<file path="config.mk">
export PLATFORM = sky130hd
export DESIGN_NAME = dri_divider
export DESIGN_NICKNAME = d
export VERILOG_FILES = /design/src/hw/rtl/dri_pkg.sv /design/src/hw/rtl/dri_divider.sv
export SDC_FILE = /design/constraint.sdc
export NUM_CORES = 1
export LEC_CHECK = 0
export ABC_AREA = 1
export BUFFER_PORTS_ARGS = -buffer_cell sky130_fd_sc_hd__buf_2
export CAP_MARGIN = 20
export CORE_MARGIN = 2
export CORE_UTILIZATION = 64
export CTS_CLUSTER_DIAMETER = 30
export DETAILED_ROUTE_END_ITERATION = 16
export PLACE_DENSITY = 0.95
export SLEW_MARGIN = 5
export SYNTH_ARGS = -nofsm -noshare
export SYNTH_HDL_FRONTEND = slang
export SYNTH_SLANG_ARGS = --single-unit
export TNS_END_PERCENT = 30
</file>
<file path="constraint.sdc">
create_clock -name clk_i -period 2.8 [get_ports clk_i]
set_input_delay 0 -clock clk_i [delete_from_list [all_inputs] [get_ports clk_i]]
set_output_delay 0 -clock clk_i [all_outputs]
set_load 0.05 [all_outputs]
</file>
<file path="src/hw/rtl/dri_pkg.sv">
// Package with constants, types and tables for the dead reckoning integrator.
package dri_pkg;
  localparam int AngleBits   = 16;
  localparam int CordicSteps = 16;
  localparam int NSteps      = (CordicSteps < 24) ? CordicSteps : 24;
  localparam int StepW       = 5;
  localparam int PosW        = 48;
  localparam int TimeW       = 40;
  localparam int RateW       = 32;
  localparam int DtW         = 20;
  localparam int SpeedW      = 15;
  localparam logic [DtW-1:0] OneSecondUs = 20'd1000000;
  localparam logic [SpeedW-1:0] SpeedReset = 15'd500;
  localparam logic signed [33:0] CordicGain = 34'sd652032874;

  typedef struct packed {
    logic start;
    logic busy;
  } ctl_t;

  function automatic logic [31:0] atan_turn(input logic [StepW-1:0] i);
    logic [31:0] r;
    case (i)
      5'd0: r = 32'd536870912;  5'd1: r = 32'd316933406;
      5'd2: r = 32'd167458907;  5'd3: r = 32'd85004756;
      5'd4: r = 32'd42667331;   5'd5: r = 32'd21354465;
      5'd6: r = 32'd10680862;   5'd7: r = 32'd5340245;
      5'd8: r = 32'd2670163;    5'd9: r = 32'd1335087;
      5'd10: r = 32'd667544;    5'd11: r = 32'd333772;
      5'd12: r = 32'd166886;    5'd13: r = 32'd83443;
      5'd14: r = 32'd41722;     5'd15: r = 32'd20861;
      5'd16: r = 32'd10430;     5'd17: r = 32'd5215;
      5'd18: r = 32'd2608;      5'd19: r = 32'd1304;
      5'd20: r = 32'd652;       5'd21: r = 32'd326;
      5'd22: r = 32'd163;       5'd23: r = 32'd81;
      default: r = 32'd0;
    endcase
    return r;
  endfunction
endpackage

</file>
<file path="src/hw/rtl/dri_divider.sv">
// Restoring divider, one quotient bit per cycle, giving the saturated turn rate.
module dri_divider import dri_pkg::*; (
  input  logic                     clk_i,
  input  logic                     rst_ni,
  input  ctl_t                     ctl_i,
  input  logic signed [AngleBits-1:0] delta_i,
  input  logic [DtW-1:0]           dt_i,
  output logic                     done_o,
  output logic signed [RateW-1:0]  rate_o
);
  localparam int NumW = AngleBits + 20;
  localparam int CntW = $clog2(NumW + 1);
  logic [NumW-1:0] num_q, num_d;
  logic [DtW:0] rem_q, rem_d, trial;
  logic neg_q, neg_d, run_q, run_d;
  logic [CntW-1:0] c_q, c_d;
  logic [NumW-1:0] mag;
  logic [NumW:0] sq;

  always_comb begin
    mag = NumW'(delta_i[AngleBits-1] ? -$signed({{4{delta_i[AngleBits-1]}}, delta_i})
                                      : $signed({{4{1'b0}}, delta_i})) * NumW'(OneSecondUs);
    num_d = num_q; rem_d = rem_q; neg_d = neg_q; run_d = run_q; c_d = c_q;
    trial = {rem_q[DtW-1:0], num_q[NumW-1]};
    done_o = 1'b0;
    if (ctl_i.start) begin
      num_d = mag; rem_d = '0; neg_d = delta_i[AngleBits-1]; c_d = '0; run_d = 1'b1;
    end else if (run_q) begin
      if (trial >= {1'b0, dt_i}) begin
        rem_d = trial - {1'b0, dt_i};
        num_d = {num_q[NumW-2:0], 1'b1};
      end else begin
        rem_d = trial;
        num_d = {num_q[NumW-2:0], 1'b0};
      end
      c_d = c_q + 1'b1;
      if (c_q == CntW'(NumW - 1)) begin
        run_d = 1'b0;
      end
    end else begin
      done_o = ctl_i.busy && (c_q == CntW'(NumW));
    end
    sq = neg_q ? -{1'b0, num_q} : {1'b0, num_q};
    if (!neg_q && num_q > NumW'(32'h7FFFFFFF)) begin
      rate_o = 32'sh7FFFFFFF;
    end else if (neg_q && num_q > NumW'(33'h80000000)) begin
      rate_o = 32'sh80000000;
    end else begin
      rate_o = sq[RateW-1:0];
    end
  end

  always_ff @(posedge clk_i or negedge rst_ni) begin
    if (!rst_ni) begin
      run_q <= 1'b0;
      c_q <= '0;
    end else begin
      run_q <= run_d;
      c_q <= c_d;
    end
  end

  always_ff @(posedge clk_i) begin
    num_q <= num_d; rem_q <= rem_d; neg_q <= neg_d;
  end
endmodule

</file>
==> impl_metrics.tcl, run 1 <==
set metrics [dict create \
    haltStage "global routing" \
    ys_types 41 \
    synth-seq-area-share_pct 15.5 \
    ios 73 \
    synth_edf_count 31 \
    place_inst 2027 \
    numClockSinks 64 \
    status "did not finish" \
    core.rowCount 46 \
    die_h_microns 132 \
    grt_max_degree 40 \
    ctsLongestPathBuffers 2 \
    start_util_pct 65.7 \
    synth_async_sr_flop_share_pct 10.9 \
    synth_top_area_share_pct 16.5 \
    cts_inserted_buffers 9 \
    synth_area_per_cell_sq_um 6.54 \
    grt_usage_pct 64.2 \
    ys_ff_latch 64 \
    io_buffers 72 \
    overflow 11 \
    dp_hpwl_microns 23700 \
    worst_endpoint "num_q[33]$_DFFE_PP_/D" \
    cts.htree.levels 3 \
    worst-endpoint-pin-kind "register data pin" \
    yosysWarnings 0 \
    stop_error "[ERROR GRT-0232] Routing congestion too high. Check the congestion heatmap in the GUI." \
    synth.largest_area_cell "nand2_1" \
    syn_area_sq_um 10500 \
    netlist_instances 1601 \
    synth_flop_cell "edfxtp_1" \
    place.gp.congestion 1.00 \
    place_ws_ps -2710 \
    cts_root_buffer "clkbuf_16" \
    synth.area.top_cells "nand2_1 16%, fa_1 15%, ha_1 12%, inv_1 12%, edfxtp_1 8.9%" \
    die_w_microns 132 \
]
==> per-layer routing <==
layer	GRT overflow	GRT usage, %
met1	0	62.4
met2	5	84.0
met3	1	46.3
met4	5	65.6
met5	0	16.1
==> metrics by stage <==
step / hold slack [ps] / TNS, ps / area (sq um)
after detailed placement: -157 / -48920 / 12600
after CTS: 23.1 / -37800 / 13400
after floorplan: -296 / -34430 / 11100
after global placement: -164 / -45920 / 12600
==> cell families after synthesis <==
group / Yosys count / share of synthesized area [%]
adders and majority gates: 177 / 26.6
other: 2 / 0.0717
buffers and inverters: 359 / 13.1
xor gates and xnor gates: 54 / 4.95
and+or+nand+nor: 787 / 31.3
DFF: 64 / 15.5
AOI/OAI and AO/OA: 158 / 8.38
==> repair_timing <==
| item | 4_1_cts |
|---|---|
| pin swaps | 61 |
| endpoints found under the hold margin | 7 |
| gates resized for setup | 97 |
| hold buffers | 1 |
| setup endpoints to repair | 21 |
| buffers inserted | 14 |
==> cells in the mapped netlist, types with 12 or more instances <==
master	instances
nand3_1	126
o21ai_0	57
clkbuf_1	12
fa_1	77
nand2_1	460
inv_1	323
edfxtp_1	31
o22ai_1	17
a21oi_1	54
nor2_1	137
dfxtp_1	26
nand4_1	19
ha_1	99
xor2_1	40
==> run 2, diff against run 1 <==
- CORE_UTILIZATION: 64 -> 40
- CTS_CLUSTER_DIAMETER: 30 -> unset
- PLACE_DENSITY: 0.95 -> unset
- PLACE_DENSITY_LB_ADDON: unset -> 0.15
==> run 2 against run 1 <==
Compared with the run above: the flow now finishes, with violations (setup timing); synthesized cell count did not move; area after synthesis did not move.
==> impl_metrics.tcl, run 2 <==
set metrics [dict create \
    synth-compound-area-share_pct 8.38 \
    critical_path.max_fanout 4 \
    required_ps 2890 \
    worstRegToRegCells 13 \
    die-area_sq_um 27500 \
    synth_xor_area_share_pct 4.95 \
    num_vias 10500 \
    synth.most_common_cell "nand2_1" \
    syn_area_sq_um 10500 \
    vias_per_cell 4.77 \
    period_minus_slack_ps 4910 \
    place_ws_ps -2700 \
    netlist_instances 1601 \
    cts_root_buffer "clkbuf_16" \
    start_util_pct 40.4 \
    core_sq_um 25900 \
    grt_max_degree 36 \
    top_regs "num_q: 36 flops, rem_q: 20 flops, c_q: 6 flops" \
    ys_ff_latch 64 \
    final_nets 2080 \
    r2r_setup_slack_ps 570 \
    layout_common_cells "423 x nand2_1, 294 x inv_1, 159 x buf_4" \
    r2r_end "rem_q[12]" \
    core.rowCount 59 \
    maxCapViolCount 0 \
    rsz0062_at_grt "true" \
    synth_async_sr_flop_share_pct 10.9 \
    clk_pin_slew_ps 60 \
    fin_cells 2204 \
    yosysWarnings 0 \
    synth-simple-area-share_pct 31.3 \
    yosys-top-cells-count "460 x nand2_1, 323 x inv_1, 137 x nor2_1, 126 x nand3_1, 99 x ha_1" \
    place.gp.congestion 0.915 \
    antenna_cells 0 \
    synth_top_area_share_pct 16.5 \
    synth.area.top_cells "nand2_1 16%, fa_1 15%, ha_1 12%, inv_1 12%, edfxtp_1 8.9%" \
    violations "setup timing" \
    dp_hpwl_microns 24100 \
    timing.rr.start "num_q[35]" \
    synthAdderAreaFrac_pct 26.6 \
    io_buffers 72 \
    grt_pass1_vias 10000 \
    synth-seq-area-share_pct 15.5 \
    overflow 0 \
    cp.arrival_ps 4990 \
    cp-start-kind "input pin" \
    hold_class "in -> async" \
    ctsLongestPathBuffers 2 \
    cts_inserted_buffers 9 \
    synth_top_family_by_area "simple AND/OR/NAND/NOR gates" \
    cts_tree "done" \
    synth.area.mux_share_pct 0 \
    setup_violations 20 \
    cts.htree.levels 3 \
    maxClockFrequency_mhz 204 \
    antenna_found_initial 0 \
    die_w_microns 166 \
    final_common_cell "nand2_1" \
    critPathCaptureType "flop" \
    status "complete, but fails checks" \
    place_inst 2167 \
    synth_area_per_cell_sq_um 6.54 \
    ys_types 41 \
    fillers 2551 \
    period_share_pct 175 \
    worst_slack_ps -2110 \
    drv_slew 0 \
    drive_gt1_share_pct 25.6 \
    ios 73 \
    totalWireLength_microns 29000 \
    drt_iter0_markers 559 \
    postRouteAntennaNets 0 \
    drt-pass1-iter-count 5 \
    relSlewSlack_pct 52.0 \
    die_h_microns 166 \
    grt_usage_pct 21.0 \
    fin_worst_skew_ps 19.7 \
    largest_reg_flops 36 \
    synth.largest_area_cell "nand2_1" \
    wl_per_cell_microns 13.2 \
    hold_violations 0 \
    drc_errors 0 \
    clock_latency_ps 340 \
    grt_pass1_wl_microns 48400 \
    worstSetupPathType "in -> reg" \
    synth_flop_cell "edfxtp_1" \
    syn2layout_area_growth_pct 35.3 \
    regMostFlops "num_q" \
    numClockSinks 64 \
    tightest_slew_ps 720 \
    synth_edf_count 31 \
]
## run 2: cell counts after synthesis
No cell type changed its count.
## run 2: worst max path at each step
stage | start | slack [ps] | cells past startpoint | endpoint
detailed placement | delta_i[0] | -2700 | 29 | num_q[31]
finish | delta_i[1] | -2110 | 28 | num_q[34]
floorplan | delta_i[15] | -1990 | 25 | num_q[32]
global placement | delta_i[0] | -2590 | 29 | num_q[28]
global route | delta_i[5] | -2300 | 28 | num_q[35]
CTS | delta_i[5] | -2090 | 28 | num_q[34]
## run 2: layer usage
layer,up-vias,global-route usage [%],routed length [microns],part of all wire [%]
met4,0,5.52,550,1.9
met5,-,0,0,0
met1,4800,30.2,14300,49
met2,215,34.2,13300,46
li1,5477,-,-,-
met3,29,1.76,865,3.0
## run 2: cell type report
type                            instances  area [sq um]  share of cell area [%]
Clock buffer                           11           275                    1.94
Sequential cell                        64          1630                    11.5
Inverter                              332          1290                    9.08
Tap cell                              335           419                    2.96
Multi-Input combinational cell       1210          8660                    61.2
Timing Repair Buffer                  247          1830                    12.9
Clock inverter                          5          65.1                   0.459
## run 2: cell families after synthesis
family / count (synthesis)
flip-flops: 64
AND/OR/NAND/NOR: 787
adder cells (fa/ha/maj): 177
XOR/XNOR: 54
AO/OA/AOI/OAI: 158
other: 2
buffers and inverters: 359
## run 2: stage by stage
step / TNS, ps / area (sq um) / utilization (%) / hold WS [ps]
6_report: -36910 / 14200 / 54.7 / 31.1
5_1_grt: -40360 / 14200 / 54.7 / 54.0
4_1_cts: -36360 / 13800 / 53.2 / 21.8
3_5_place_dp: -48240 / 12900 / 49.8 / -148
3_3_place_gp: -47360 / 12900 / 49.8 / -150
2_1_floorplan: -34430 / 11100 / - / -296
## run 2: what timing repair did
| item | CTS | global route |
|---|---|---|
| endpoints found under the hold margin | 10 | 0 |
| endpoints found under the setup margin | 22 | 34 |
| pin swaps | 63 | 53 |
| hold buffers | 2 | 0 |
| setup buffers | 15 | 4 |
| gates resized for setup | 103 | 89 |
## run 2: critical path: stages
cell and delay, ps:
buf_8 90, inv_12 40, buf_12 110, ha_4 150, or2_4 250, xor2_4 190, buf_6 130, fa_2 460
fa_1 490, inv_1 50, fa_2 520, inv_2 50, fa_2 590, ha_4 140, inv_2 30, fa_1 510
inv_2 50, ha_4 300, nand2_4 80, buf_6 130, nor2_4 110, nand2_2 80, nor2_1 100, nand2_1 80
nand3_1 70, nand2_1 50, nand3_1 70, nand2_1 50
Power of run 2 is left out: the tool's default activity adds up to more than one toggle a clock period on the data nets, which glitch-free logic cannot reach.
==> run 3, diff against run 2 <==
- SKIP_LAST_GASP: unset -> 1
==> run 3 against run 2 <==
Compared with the run above: maximum frequency is essentially flat; the run still ends with setup timing left; routed wire length shrank 0.39%; register-to-register slack is essentially flat; clock skew grew 0.67 ps; core utilization shrank 0.36 points; hold slack lost 1.9 ps; non-clock buffer count grew 2; final cell count is essentially flat; die area is the same; critical path depth shrank 1; flip-flop and latch count is the same; sequential share of layout area grew 0.076 points.
==> impl_metrics.tcl, run 3 (synthesized netlist as in run 2, its figures left out) <==
set metrics [dict create \
    cp_num_buf_inv 9 \
    grt_pass1_vias 10000 \
    overflow 0 \
    cts_tree "done" \
    wl_per_cell_microns 13.1 \
    maxCapViolCount 0 \
    ctsLongestPathBuffers 2 \
    postRouteAntennaNets 0 \
    die-area_sq_um 27500 \
    crit_path_top_delay_cell "fa_2" \
    fin_util_pct 54.3 \
    crit_family "adder cells" \
    layout_common_cells "426 x nand2_1, 295 x inv_1, 164 x buf_4" \
    vias_per_cell 4.76 \
    period_minus_slack_ps 4910 \
    clk_pin_slew_ps 60 \
    place_ws_ps -2700 \
    drc_errors 0 \
    antenna_found_initial 0 \
    grt_max_degree 36 \
    finalSetupTns_ps -37760 \
    num_vias 10500 \
    fillers 2557 \
    required_ps 2890 \
    violations "setup timing" \
    totalWireLength_microns 28900 \
    worstSetupPathType "in -> reg" \
    regMostFlops "num_q" \
    cp-start-kind "input pin" \
    relSlewSlack_pct 51.6 \
    drt-pass1-iter-count 5 \
    core.rowCount 59 \
    fin_worst_skew_ps 20.3 \
    antenna_cells 0 \
    critical_path.max_fanout 4 \
    drive_gt1_share_pct 24.7 \
    io_buffers 72 \
    die_w_microns 166 \
    cts.htree.levels 3 \
    ios 73 \
    critPathMostFrequentCell "inv_2" \
    period_share_pct 175 \
    worst_slack_ps -2110 \
    clock_latency_ps 350 \
    hold_class "in -> async" \
    drv_slew 0 \
    drt_iter0_markers 644 \
    cp.arrival_ps 4990 \
    critPathCaptureType "flop" \
    final_common_cell "nand2_1" \
    largest_reg_flops 36 \
    cts_root_buffer "clkbuf_16" \
    slowest_delay_ps 550 \
    setup_violations 21 \
    tightest_slew_ps 726 \
    start_util_pct 40.4 \
    top_regs "num_q: 36 flops, rem_q: 20 flops, c_q: 6 flops" \
    dp_hpwl_microns 24100 \
    maxClockFrequency_mhz 204 \
    status "complete, but fails checks" \
    numClockSinks 64 \
    die_h_microns 166 \
    cts_inserted_buffers 9 \
    grt_usage_pct 20.9 \
    hold_violations 0 \
    syn2layout_area_growth_pct 34.4 \
    final_nets 2082 \
    place.gp.congestion 0.915 \
    rsz0062_at_grt "true" \
    core_sq_um 25900 \
    grt_pass1_wl_microns 48200 \
]
## run 3: cell types whose count changed in the layout (fill, tap and decap cells not counted), sizes merged
| cell | previous run | this run |
|---|---|---|
| buf | 245 | 247 |
## run 3: path summary, 6_finish.rpt
check                           start        end  slack (ps)  cells after the start
max in group asynchronous      rst_ni     c_q[0]        2600                      2
min in group clk_i            dt_i[1]   rem_q[1]         140                      5
hold reg to reg             rem_q[15]  rem_q[15]         480                      2
setup reg to reg            num_q[35]  rem_q[12]         580                     13
setup / recovery           delta_i[1]  num_q[24]       -2110                     27
hold / removal                 rst_ni     c_q[1]          30                      2
## run 3: layout make-up
type,instances,area (sq um),area share (%)
Inverter,332,1280,9.12
Clock inverter,5,65.1,0.462
Sequential cell,64,1630,11.6
Timing Repair Buffer,249,1830,13.0
Clock buffer,11,275,1.96
Tap cell,335,419,2.98
Multi-Input combinational cell,1210,8570,60.9
## run 3: what timing repair did
action | 4_1_cts | 5_1_grt
gates resized for setup | 88 | 74
cloned | 0 | 0
hold buffers | 2 | 0
hold endpoints to repair | 10 | 0
setup endpoints to repair | 22 | 34
buffers inserted | 15 | 6
pin swaps | 60 | 39
## run 3: routing by layer
metal,wire [microns],GRT usage [%],vias up,part of all wire [%]
met5,0,0,-,0
met4,494,4.88,0,1.7
met3,933,1.76,36,3.2
met2,13200,34.2,221,46
met1,14200,30.1,4760,49
li1,-,-,5481,-
## run 3: through the flow
step,hold WS [ps],std cells,instance area [sq um]
2_1_floorplan,-296,1633,11100
3_3_place_gp,-150,2167,12900
3_5_place_dp,-148,2167,12900
4_1_cts,21.8,2200,13700
5_1_grt,53.9,2206,14100
6_report,29.1,2206,14100
Power of run 3 is left out for the same reason.
