## src/hw/rtl/dri_pkg.sv

```systemverilog
// Package with constants, types and tables for the dead reckoning integrator.
package dri_pkg;
  localparam int AngleBits   = 16;
  localparam int CordicSteps = 16;
  localparam int NSteps      = (CordicSteps < 24) ? CordicSteps : 24;
  localparam int StepW       = 5;
  localparam int PosW        = 48;
  localparam int TimeW       = 40;
  localparam int RateW       = 32;
  localparam int DtW         = 20;
  localparam int SpeedW      = 15;
  localparam logic [DtW-1:0] OneSecondUs = 20'd1000000;
  localparam logic [SpeedW-1:0] SpeedReset = 15'd500;
  localparam logic signed [33:0] CordicGain = 34'sd652032874;

  typedef struct packed {
    logic start;
    logic busy;
  } ctl_t;

  function automatic logic [31:0] atan_turn(input logic [StepW-1:0] i);
    logic [31:0] r;
    case (i)
      5'd0: r = 32'd536870912;  5'd1: r = 32'd316933406;
      5'd2: r = 32'd167458907;  5'd3: r = 32'd85004756;
      5'd4: r = 32'd42667331;   5'd5: r = 32'd21354465;
      5'd6: r = 32'd10680862;   5'd7: r = 32'd5340245;
      5'd8: r = 32'd2670163;    5'd9: r = 32'd1335087;
      5'd10: r = 32'd667544;    5'd11: r = 32'd333772;
      5'd12: r = 32'd166886;    5'd13: r = 32'd83443;
      5'd14: r = 32'd41722;     5'd15: r = 32'd20861;
      5'd16: r = 32'd10430;     5'd17: r = 32'd5215;
      5'd18: r = 32'd2608;      5'd19: r = 32'd1304;
      5'd20: r = 32'd652;       5'd21: r = 32'd326;
      5'd22: r = 32'd163;       5'd23: r = 32'd81;
      default: r = 32'd0;
    endcase
    return r;
  endfunction
endpackage

```

## src/hw/rtl/dri_cordic.sv

```systemverilog
// Iterative rotation-mode CORDIC giving Q28 cosine and sine, one step per cycle.
module dri_cordic import dri_pkg::*; (
  input  logic                    clk_i,
  input  logic                    rst_ni,
  input  ctl_t                    ctl_i,
  input  logic [AngleBits-1:0]    angle_i,
  output logic                    done_o,
  output logic signed [31:0]      cos_o,
  output logic signed [31:0]      sin_o
);
  logic signed [33:0] x_q, x_d, y_q, y_d, xs, ys, xo, yo;
  logic signed [33:0] z_q, z_d;
  logic flip_q, flip_d, run_q, run_d;
  logic [StepW-1:0] i_q, i_d;
  logic [31:0] a;

  always_comb begin
    a = {angle_i, {(32-AngleBits){1'b0}}};
    x_d = x_q; y_d = y_q; z_d = z_q; flip_d = flip_q; run_d = run_q; i_d = i_q;
    xs = x_q >>> i_q;
    ys = y_q >>> i_q;
    done_o = 1'b0;
    if (ctl_i.start) begin
      flip_d = (a >= 32'h40000000) && (a < 32'hC0000000);
      z_d = flip_d ? {{2{~a[31]}}, ~a[31], a[30:0]} : {{2{a[31]}}, a};
      x_d = CordicGain; y_d = '0; i_d = '0; run_d = 1'b1;
    end else if (run_q) begin
      if (!z_q[33]) begin
        x_d = x_q - ys; y_d = y_q + xs; z_d = z_q - $signed({2'b0, atan_turn(i_q)});
      end else begin
        x_d = x_q + ys; y_d = y_q - xs; z_d = z_q + $signed({2'b0, atan_turn(i_q)});
      end
      i_d = i_q + 1'b1;
      if (i_q == StepW'(NSteps - 1)) begin
        run_d = 1'b0;
      end
    end else begin
      done_o = ctl_i.busy && (i_q == StepW'(NSteps));
    end
    xo = (flip_q ? -x_q : x_q) + 34'sd2;
    yo = (flip_q ? -y_q : y_q) + 34'sd2;
    cos_o = xo[33:2];
    sin_o = yo[33:2];
  end

  always_ff @(posedge clk_i or negedge rst_ni) begin
    if (!rst_ni) begin
      run_q <= 1'b0;
      i_q <= '0;
    end else begin
      run_q <= run_d;
      i_q <= i_d;
    end
  end

  always_ff @(posedge clk_i) begin
    x_q <= x_d; y_q <= y_d; z_q <= z_d; flip_q <= flip_d;
  end
endmodule

```

## config.mk

```make
export PLATFORM = sky130hd
export DESIGN_NAME = dri_cordic
export DESIGN_NICKNAME = d
export VERILOG_FILES = /design/src/hw/rtl/dri_pkg.sv /design/src/hw/rtl/dri_cordic.sv
export SDC_FILE = /design/constraint.sdc
export NUM_CORES = 1
export LEC_CHECK = 0
export ABC_AREA = 1
export BUFFER_PORTS_ARGS = -buffer_cell sky130_fd_sc_hd__buf_4
export CAP_MARGIN = 20
export CORE_MARGIN = 4
export CORE_UTILIZATION = 30
export CTS_CLUSTER_DIAMETER = 80
export CTS_CLUSTER_SIZE = 16
export DETAILED_ROUTE_END_ITERATION = 8
export PLACE_DENSITY = 0.46
export SYNTH_ARGS = -nofsm -noshare
export SYNTH_HDL_FRONTEND = slang
export SYNTH_SLANG_ARGS = --single-unit
```

## constraint.sdc

```tcl
create_clock -name clk_i -period 8.4 [get_ports clk_i]
set_input_delay 0.42 -clock clk_i [delete_from_list [all_inputs] [get_ports clk_i]]
set_output_delay 0.42 -clock clk_i [all_outputs]
set_load 0.005 [all_outputs]
```

==> results of run 1 <==
-- power by group --
part	switching [mW]	internal (mW)	total, mW
clock	0.239	0.201	0.439
combinational	5.04	2.89	7.94
sequential	0.449	0.826	1.27
-- cell usage after synthesis, types with 23 or more instances --
library cell	n	share of area [%]
a21oi_1	173	4.5
buf_2	35	0.91
clkbuf_1	50	0.97
dfxtp_1	68	7.1
edfxtp_1	35	5.5
ha_1	116	7.5
inv_1	311	6.1
inv_2	23	0.45
nand2_1	986	19
nand3_1	448	12
nand4_1	41	1.3
nor2_1	342	6.7
nor3_1	43	1.1
o21ai_0	146	3.8
o22ai_1	26	0.84
or2_2	27	0.88
xnor2_1	68	3.1
xor2_1	154	7.0
-- worst register-to-register path: cells and delay by family (launching register included) --
| family | cells | cell delay, ns |
|---|---|---|
| AOI/OAI and AO/OA | 5 | 0.96 |
| buffers and inverters | 6 | 1.08 |
| adders and majority gates | 2 | 0.53 |
| xor gates and xnor gates | 1 | 0.16 |
| DFF | 1 | 0.84 |
| and+or+nand+nor | 20 | 2.43 |
-- layer usage --
layer	GRT usage, %	share of wire [%]	vias up
met5	0	0	-
met4	5.71	2.3	0
met3	1.80	3.9	75
met2	35.8	45	514
met1	31.0	49	9991
li1	-	-	11100
-- what timing repair did --
item                                   in CTS  in global routing
hold buffers                                1                  0
endpoints found under the hold margin       6                  0
setup endpoints to repair                   0                  0
-- state kept, by name, summed over array words and instances (netlist names) --
| name | count |
|---|---|
| x_q | 34 |
| y_q | 34 |
| z_q | 34 |
| i_q | 5 |
| flip_q | 1 |
| run_q | 1 |
-- worst max-delay path by stage --
stage	start	endpoint	depth (start not counted)
after floorplan	i_q[0]$_DFFE_PN0P_	z_q[30]$_DFFE_PP_	30
after global placement	i_q[0]$_DFFE_PN0P_	y_q[27]$_SDFFE_PP0P_	34
after detailed placement	i_q[0]$_DFFE_PN0P_	y_q[27]$_SDFFE_PP0P_	34
after CTS	i_q[0]$_DFFE_PN0P_	y_q[27]$_SDFFE_PP0P_	34
after global routing	i_q[0]$_DFFE_PN0P_	y_q[27]$_SDFFE_PP0P_	34
final	i_q[0]$_DFFE_PN0P_	y_q[27]$_SDFFE_PP0P_	34
-- layout by cell type, fill, tap and decap left out, types with 43 or more instances in the layout --
cell type / synthesis / final
buf_4: 11 / 104
inv_1: 311 / 309
nand2_1: 986 / 986
xor2_1: 154 / 154
dfxtp_1: 68 / 68
nor2_1: 342 / 339
a21oi_1: 173 / 173
xnor2_1: 68 / 68
o21ai_0: 146 / 146
nor3_1: 43 / 43
ha_1: 116 / 116
nand3_1: 448 / 448
-- metrics by stage --
step	area [um^2]	hold slack (ns)	setup slack, ns
2_1_floorplan	19300	0.124	3.74
3_3_place_gp	20500	0.235	2.52
3_5_place_dp	20500	0.234	2.41
4_1_cts	20800	0.231	2.38
5_1_grt	20800	0.274	1.69
6_report	20800	0.273	2.28
-- cells by family (layout without fill, tap and decap cells) --
logic type | Yosys count | in the layout
AND/OR/NAND/NOR | 1977 | 1977
XOR/XNOR | 225 | 225
adder cells (fa/ha/maj) | 119 | 119
flip-flops | 109 | 109
buffers and inverters | 464 | 462
AO/OA/AOI/OAI | 476 | 476
-- cell type report --
| type | instances | area, um^2 | share of cell area, % |
|---|---|---|---|
| flip-flops and latches | 109 | 2570 | 12.4 |
| multi-input cells | 2797 | 14800 | 71.2 |
| clock buffers | 10 | 229 | 1.10 |
| well taps | 846 | 1060 | 5.10 |
| inverters | 341 | 1290 | 6.20 |
| repair buffers | 105 | 791 | 3.81 |
| clock inverters | 6 | 37.5 | 0.181 |
==> results.yml, run 1 <==
setup_path:
  cpLargestDelayFamily: "simple AND/OR/NAND/NOR gates"
  ff2ff_setup_slack_ns: 2.28
  critPathBufInv: 6
  cpPeakStageDelay_ns: 0.84
  cp_slowest_cell: "dfrtp_2"
  crit_path_end_kind: "register"
  criticalPathCategory: "reg -> reg"
  worstPathMaxFanout: 59
  rr_startpoint: "i_q[0]$_DFFE_PN0P_"
  r2r_cells: 34
  startpoint_type: "register"
  worstPathRequired_ns: 8.67
  arrival_ns: 6.40
  worst_path_most_repeated_cell: "nand2_1"
  rr_endpoint: "y_q[27]$_SDFFE_PP0P_"
detailed_routing:
  viasPerCell: 5.15
  antenna_left: 0
  drcViolationCount: 0
  first_iter_violations: 1560
  wirelength_um: 76600
  vias: 21700
  drt_first_pass_iters: 5
  wire_per_inst_um: 18.2
global_route:
  grt_max_degree: 71
  grt_usage_pct: 21.8
  grt_pass1_wl_um: 118000
  antenna_found_initial: 0
  grt_pass1_vias: 20400
  grt_overflow: 0
cells_and_area:
  final_core_util_pct: 32.8
  fillers: 7389
  syn_to_final_growth_pct: 7.69
  layout-drive-gt1-share_pct: 7.33
  num-nets-final: 3502
  final_cells: 4214
  diodes: 0
power:
  vdd.ir_drop.worst_mv: 0.139
  p_leak_nw: 10.2
  power.total_mw: 9.65
  powerDensity_nw_per_um2: 465
yosys:
  synthesis.nets: 3509
  synth-edff-count: 35
  synthMuxAreaShare_pct: 0
  yosys.area_share.adder_pct: 7.84
  syn_area_um2: 19300
  yosysWarningCount: 0
  ys_types: 62
  synth_compound_area_share_pct: 14.2
  syn_inst: 3370
  yosys.area_share.simple_pct: 44.3
  synth_xor_xnor_area_share_pct: 10.3
  ys_ff_latch: 109
  seq_area_frac_synth_pct: 13.3
  avgSynthCellArea_um2: 5.72
  synth_top_family_by_area: "simple AND/OR/NAND/NOR gates"
  async_flop_share_pct: 5.50
  synth_ff_type: "dfxtp_1"
floorplan:
  start_util_pct: 30.4
  core_area_um2: 63300
  rows: 92
  ios: 85
  dieArea_um2: 68400
  die_h_um: 261
  die_w_um: 261
timing:
  slew_headroom_pct: 44.7
  tightestPinTransition_ns: 0.829
  finalClockSkew_ns: 0.0151
  fmax_mhz: 163
  maxSlewViolCount: 0
  setup_viol: 0
  rsz0062_at_grt: "no"
  fin_tns_setup_ns: 0
  hold_violations: 0
  fin_crit_ns: 6.12
  period_share_pct: 72.9
hold_path:
  whs_path_depth: 3
  min_delay_worst_endpoint: "z_q[19]$_DFFE_PP_"
  min_from: "angle_i[3]"
  min_path_type: "in -> reg"
place:
  io_buffers: 84
  placedCellCount: 4197
  dpl.hpwl_um: 60700
  place.gp.congestion: 0.927
cts:
  post_cts.repair.setup_buffers: 0
  cts_tree: "built"
  clkLatencyLatePin_ns: 0.41
  clkTransAtPathRegs_ns: 0.09
  numCtsBuffers: 9
  cts_num_sinks: 109
  cts-root-buf: "clkbuf_16"
  cts.repair.resized: 0
  cts_buffer_depth: 2
  cts-htree-levels: 3
run_status:
  status: "completed"
run:
  drv_cap: 0
(Power assumes the default switching activity.)
==> run 2: changes to the inputs <==
--- a/config.mk
+++ b/config.mk
@@ -13,7 +13,7 @@
 export CTS_CLUSTER_DIAMETER = 80
 export CTS_CLUSTER_SIZE = 16
 export DETAILED_ROUTE_END_ITERATION = 8
-export PLACE_DENSITY = 0.46
+export PLACE_DENSITY = 0.47
 export SYNTH_ARGS = -nofsm -noshare
 export SYNTH_HDL_FRONTEND = slang
 export SYNTH_SLANG_ARGS = --single-unit
==> constraint.sdc (replaced) <==
create_clock -name clk_i -period 5.2 [get_ports clk_i]
set_input_delay 0.26 -clock clk_i [delete_from_list [all_inputs] [get_ports clk_i]]
set_output_delay 0.26 -clock clk_i [all_outputs]
set_load 0.005 [all_outputs]
==> run 2 against run 1 <==
Net effect: setup slack got worse by 2.0 ns; highest routed layer unchanged; critical path type unchanged; flip-flop and latch count unchanged; non-clock buffer count increased by 95; clock skew decreased by 0.0040 ns; register-to-register slack got worse by 2.0 ns.
==> results.yml, run 2 (synthesized netlist as in run 1, its figures left out) <==
cells_and_area:
  syn_to_final_growth_pct: 14.5
  diodes: 0
  layout_commonest_cell: "nand2_1"
  num-nets-final: 3597
  mostFrequentLayoutCells: "nand2_1 (975), nand3_1 (434), nor2_1 (333), inv_1 (308), buf_4 (187)"
  layout-drive-gt1-share_pct: 11.9
  fillers: 7294
  top_regs: "x_q: 34 flops, y_q: 34 flops, z_q: 34 flops"
power:
  pwr-share-comb_pct: 84.2
  switchingPower_mw: 9.63
  power.clock.fraction_pct: 4.8
  powerDensity_nw_per_um2: 754
  p_leak_nw: 10.8
  p_int_mw: 7.00
  switching_share_pct: 57.9
  vdd.ir_drop.worst_mv: 0.259
  pwr-share-seq_pct: 11.0
detailed_routing:
  drt_first_pass_iters: 6
  antenna_left: 0
  viasPerCell: 5.12
  drcViolationCount: 0
  vias: 22100
  wire_per_inst_um: 17.9
  wirelength_um: 77300
  first_iter_violations: 1559
timing:
  fin_tns_setup_ns: 0
  maxSlewViolCount: 0
  fmax_mhz: 202
  fin_ws_ns: 0.259
  slew_headroom_pct: 47.3
  rsz0062_at_grt: "yes"
  hold_violations: 0
  fin_crit_ns: 4.94
  period_share_pct: 95.0
  finalClockSkew_ns: 0.0112
  holdWs_ns: 0.127
  tightestPinTransition_ns: 0.790
  setup_viol: 0
floorplan:
  die_h_um: 261
  die_w_um: 261
  core_area_um2: 63300
  start_util_pct: 30.4
  ios: 85
  dieArea_um2: 68400
  rows: 92
global_route:
  grt_pass1_vias: 20900
  antenna_found_initial: 0
  grt_max_degree: 65
  grt_overflow: 0
  grt_pass1_wl_um: 119000
  grt_usage_pct: 22.0
place:
  dp_slack_ns: 0.0295
  io_buffers: 84
  place.gp.congestion: 0.969
  dpl.hpwl_um: 62900
cts:
  cts-root-buf: "clkbuf_16"
  cts_num_sinks: 109
  cts_buffer_depth: 2
  cts_tree: "built"
  clkLatencyLatePin_ns: 0.40
  clkTransAtPathRegs_ns: 0.08
  cts-htree-levels: 3
  numCtsBuffers: 9
setup_path:
  worstPathMaxFanout: 29
  crit_path_end_kind: "register"
  criticalPathCategory: "reg -> reg"
  cpLargestDelayFamily: "simple AND/OR/NAND/NOR gates"
  arrival_ns: 5.10
  critPathBufInv: 7
  cpPeakStageDelay_ns: 0.41
  worstPathRequired_ns: 5.35
  startpoint_type: "register"
  cp_slowest_cell: "dfrtp_2"
hold_path:
  min_path_type: "in -> reg"
run_status:
  status: "completed"
run:
  drv_cap: 0
run 2: cell types whose count changed in the layout (fill, tap and decap cells not counted), moves of 10 or more:
cell	previous run	this run
nand2_2	15	25
buf_4	104	187
o21ai_0	146	130
o21ai_1	21	32
nand2_1	986	975
buf_12	0	10
nand3_1	448	434
nand3_2	5	17
run 2: what timing repair did:
item | CTS | global route
setup buffers | 0 | 10
setup endpoints to repair | 1 | 29
cloned | 0 | 1
hold endpoints to repair | 6 | 0
pin swaps | 0 | 25
resized for setup | 1 | 101
hold buffers | 1 | 0
run 2: worst paths after layout:
kind                                      from                   to  slack (ns)  depth (start not counted)
max in group asynchronous               rst_ni   i_q[2]$_DFFE_PN0P_        4.84                          2
hold reg to reg            x_q[2]$_SDFFE_PP0P_  x_q[2]$_SDFFE_PP0P_        0.58                          2
hold / removal                      angle_i[8]    z_q[24]$_DFFE_PP_        0.13                          3
min in group asynchronous               rst_ni   i_q[4]$_DFFE_PN0P_        0.23                          2
setup / recovery            i_q[0]$_DFFE_PN0P_    z_q[30]$_DFFE_PP_        0.26                         30
setup reg to reg            i_q[0]$_DFFE_PN0P_    z_q[30]$_DFFE_PP_        0.26                         30
run 2: per-stage QoR:
stage                     util, %  power [mW]  cell area [um^2]  cells
final                        34.8        16.6             22100   4309
after global routing         34.8        18.5             22100   4309
after CTS                    34.0        16.1             21500   4298
after detailed placement     33.5        15.2             21200   4281
after global placement       33.5        15.2             21200   4281
after floorplan                 -        11.3             19300   3370
run 2: final cells by class:
class | instances | area [um^2] | area share, %
clock buffer | 14 | 308 | 1.40
clock inverter | 2 | 10.0 | 0.0454
inverter | 341 | 1290 | 5.86
multi-input combinational | 2797 | 15200 | 68.8
sequential | 109 | 2570 | 11.7
tap | 846 | 1060 | 4.80
timing repair buffer | 200 | 1650 | 7.48
run 2: routing by layer:
layer	wire (um)	global-route usage, %
met4	2210	6.50
met1	36400	30.4
met2	35300	36.5
met3	3440	2.09
met5	0	0
run 2: tightest hold or removal path, delay by kind of cell:
family / cells / cell delay [ns]
simple gates: 2 / 0.09
buf+inv: 1 / 0.07
run 2: power by group through the flow:
stage	clock network, mW	registers (mW)	logic, mW
after floorplan	0	1.61	9.65
after global placement	0	1.86	13.4
after detailed placement	0	1.85	13.3
after CTS	0.826	1.83	13.4
after global routing	0.850	1.87	15.8
final	0.797	1.84	14.0
==> run 3: changes to the inputs <==
--- a/config.mk
+++ b/config.mk
@@ -14,6 +14,8 @@
 export CTS_CLUSTER_SIZE = 16
 export DETAILED_ROUTE_END_ITERATION = 8
 export PLACE_DENSITY = 0.47
+export REMOVE_ABC_BUFFERS = 1
+export SLEW_MARGIN = 20
 export SYNTH_ARGS = -nofsm -noshare
 export SYNTH_HDL_FRONTEND = slang
 export SYNTH_SLANG_ARGS = --single-unit
==> run 3 against run 2 <==
Net effect: count of clock-buffer cells in the layout fell by 4; via count rose by 2.1%; fmax fell by 1.1%; combinational power rose by 4%; critical path depth fell by 3; largest cell class unchanged; die area did not move; worst hold slack got worse by 0.0079 ns; cell area rose by 1.6%; wire length rose by 4.6%; sequential power barely moved; final cell count rose by 0.74%; register-to-register slack got worse by 0.05 ns; critical endpoint is now x_q[25]$_SDFFE_PP1P_.
==> results.yml, run 3 (synthesized netlist as in run 1, its figures left out) <==
run_status:
  status: "completed"
cells_and_area:
  fillers: 7149
  top_regs: "x_q: 34 flops, y_q: 34 flops, z_q: 34 flops"
  layout_commonest_cell: "nand2_1"
  final_cells: 4341
  multi_input_area_um2: 15200
  mostFrequentLayoutCells: "nand2_1 (974), nand3_1 (435), nor2_1 (335), inv_1 (309), buf_4 (213)"
  syn_to_final_growth_pct: 16.2
  regArea_um2: 2570
  num-nets-final: 3629
  layout-drive-gt1-share_pct: 12.7
  diodes: 0
setup_path:
  critPathCapture: "x_q[25]$_SDFFE_PP1P_"
  r2r_cells: 27
  arrival_ns: 5.26
  rr_startpoint: "i_q[0]$_DFFE_PN0P_"
  worstPathMaxFanout: 19
  criticalPathCategory: "reg -> reg"
  crit_start: "i_q[0]$_DFFE_PN0P_"
  startpoint_type: "register"
  ff2ff_setup_slack_ns: 0.21
  worstPathRequired_ns: 5.46
  rr_endpoint: "x_q[25]$_SDFFE_PP1P_"
  crit_path_end_kind: "register"
floorplan:
  die_h_um: 261
  dieArea_um2: 68400
  ios: 85
  rows: 92
  start_util_pct: 30.4
  core_area_um2: 63300
  die_w_um: 261
global_route:
  antenna_found_initial: 0
  grt_usage_pct: 22.5
  grt_overflow: 0
  grt_max_degree: 65
  grt_pass1_vias: 20900
  grt_pass1_wl_um: 121000
cts:
  cts-root-buf: "clkbuf_16"
  cts_tree: "built"
  clkTransAtPathRegs_ns: 0.09
  clkLatencyLatePin_ns: 0.41
  cts_num_sinks: 109
  cts-htree-levels: 3
  cts_buffer_depth: 2
  numCtsBuffers: 9
run:
  drv_cap: 0
timing:
  rsz0062_at_grt: "yes"
  setup_viol: 0
  maxSlewViolCount: 0
  finalClockSkew_ns: 0.0161
  fin_crit_ns: 4.99
  hold_violations: 0
  slew_headroom_pct: 46.8
  holdWs_ns: 0.119
  tightestPinTransition_ns: 0.797
  fmax_mhz: 200
  period_share_pct: 96.0
detailed_routing:
  wl_met3_um: 4390
  wire_per_inst_um: 18.6
  dr_wl_met2_um: 37600
  drcViolationCount: 0
  viasPerCell: 5.19
  vias: 22500
  wirelength_um: 80900
  first_iter_violations: 1818
  antenna_left: 0
  met1_length_um: 36900
  topRoutingLayerUsed: "met4"
  drt_first_pass_iters: 5
place:
  placedCellCount: 4301
  dpl.hpwl_um: 64800
  io_buffers: 84
  place.gp.congestion: 0.932
power:
  p_leak_nw: 10.9
  powerDensity_nw_per_um2: 765
  vdd.ir_drop.worst_mv: 0.264
hold_path:
  min_path_type: "in -> reg"
==> run 3: changes by cell type in the layout (fill, tap and decap cells not counted), moves of 3 or more <==
cell,delta
buf_4,+26
clkinv_1,+3
ha_1,-6
ha_4,+4
nor2_2,-4
o21ai_0,+6
o21ai_1,-4
xor2_1,-4
xor2_2,+4
==> run 3: through the flow <==
step | worst slack (ns) | util [%] | TNS, ns | area (um^2) | total power [mW]
after global routing | -0.0714 | 35.4 | -0.321 | 22400 | 18.9
final | 0.206 | 35.4 | 0 | 22400 | 17.1
after CTS | 0.0334 | 34.3 | 0 | 21700 | 16.5
after detailed placement | -0.0736 | 33.8 | -0.0736 | 21400 | 15.6
after floorplan | -0.927 | - | -23.35 | 18600 | 11.2
after global placement | -0.0524 | 33.8 | -0.0524 | 21400 | 15.7
==> run 3: per-layer routing <==
metal,up-vias,global-route usage [%]
met5,-,0
met4,0,6.10
met3,104,2.17
met2,655,38.3
met1,10400,30.4
li1,11400,-
==> run 3: area by class of cell <==
cell class	instances	area share, %
Multi-Input combinational cell	2797	68.0
Clock inverter	6	0.207
Clock buffer	10	1.07
Tap cell	846	4.73
Inverter	341	5.80
Timing Repair Buffer	232	8.76
Sequential cell	109	11.5
==> run 3: timing repair <==
item	4_1_cts	5_1_grt
gates resized for setup	3	98
hold buffers	1	0
hold endpoints to repair	6	0
cloned	0	5
buffers inserted	0	18
pin swaps	0	33
setup endpoints to repair	1	31
==> run 3: worst min-delay path by stage <==
stage,depth (start not counted),start,slack (ns),endpoint
4_1_cts,3,angle_i[1],0.10,z_q[17]$_DFFE_PP_
5_1_grt,3,angle_i[6],0.12,z_q[22]$_DFFE_PP_
3_3_place_gp,1,rst_ni,0.08,run_q$_DFF_PN0_
3_5_place_dp,1,rst_ni,0.08,run_q$_DFF_PN0_
6_report,3,angle_i[1],0.12,z_q[17]$_DFFE_PP_
2_1_floorplan,0,rst_ni,-0.04,i_q[0]$_DFFE_PN0P_
==> run 3: report_power, final <==
group	leakage (nW)	internal [mW]	switching, mW
clock	0.138	0.344	0.422
sequential	1.03	1.33	0.506
combinational	9.77	5.55	8.97
==> run 3: critical path, cell delays in order, from the launching register on <==
cell and delay (ns):
dfrtp_2 0.50, inv_6 0.10, buf_12 0.18, nand2_1 0.08, nand3_1 0.10, nand3_1 0.13
nand3_1 0.12, nand3_1 0.13, nand2_1 0.09, inv_1 0.08, ha_1 0.17, nand3_1 0.11
nor3_2 0.23, nand3b_1 0.20, nand2_1 0.14, xor2_1 0.28, inv_1 0.12, ha_1 0.34
nand2_1 0.08, o211ai_1 0.45, buf_4 0.21, nand3_1 0.07, nand3_1 0.10, a21oi_1 0.07
or2_2 0.30, o21ai_0 0.22, xnor2_1 0.16, o21ai_0 0.09
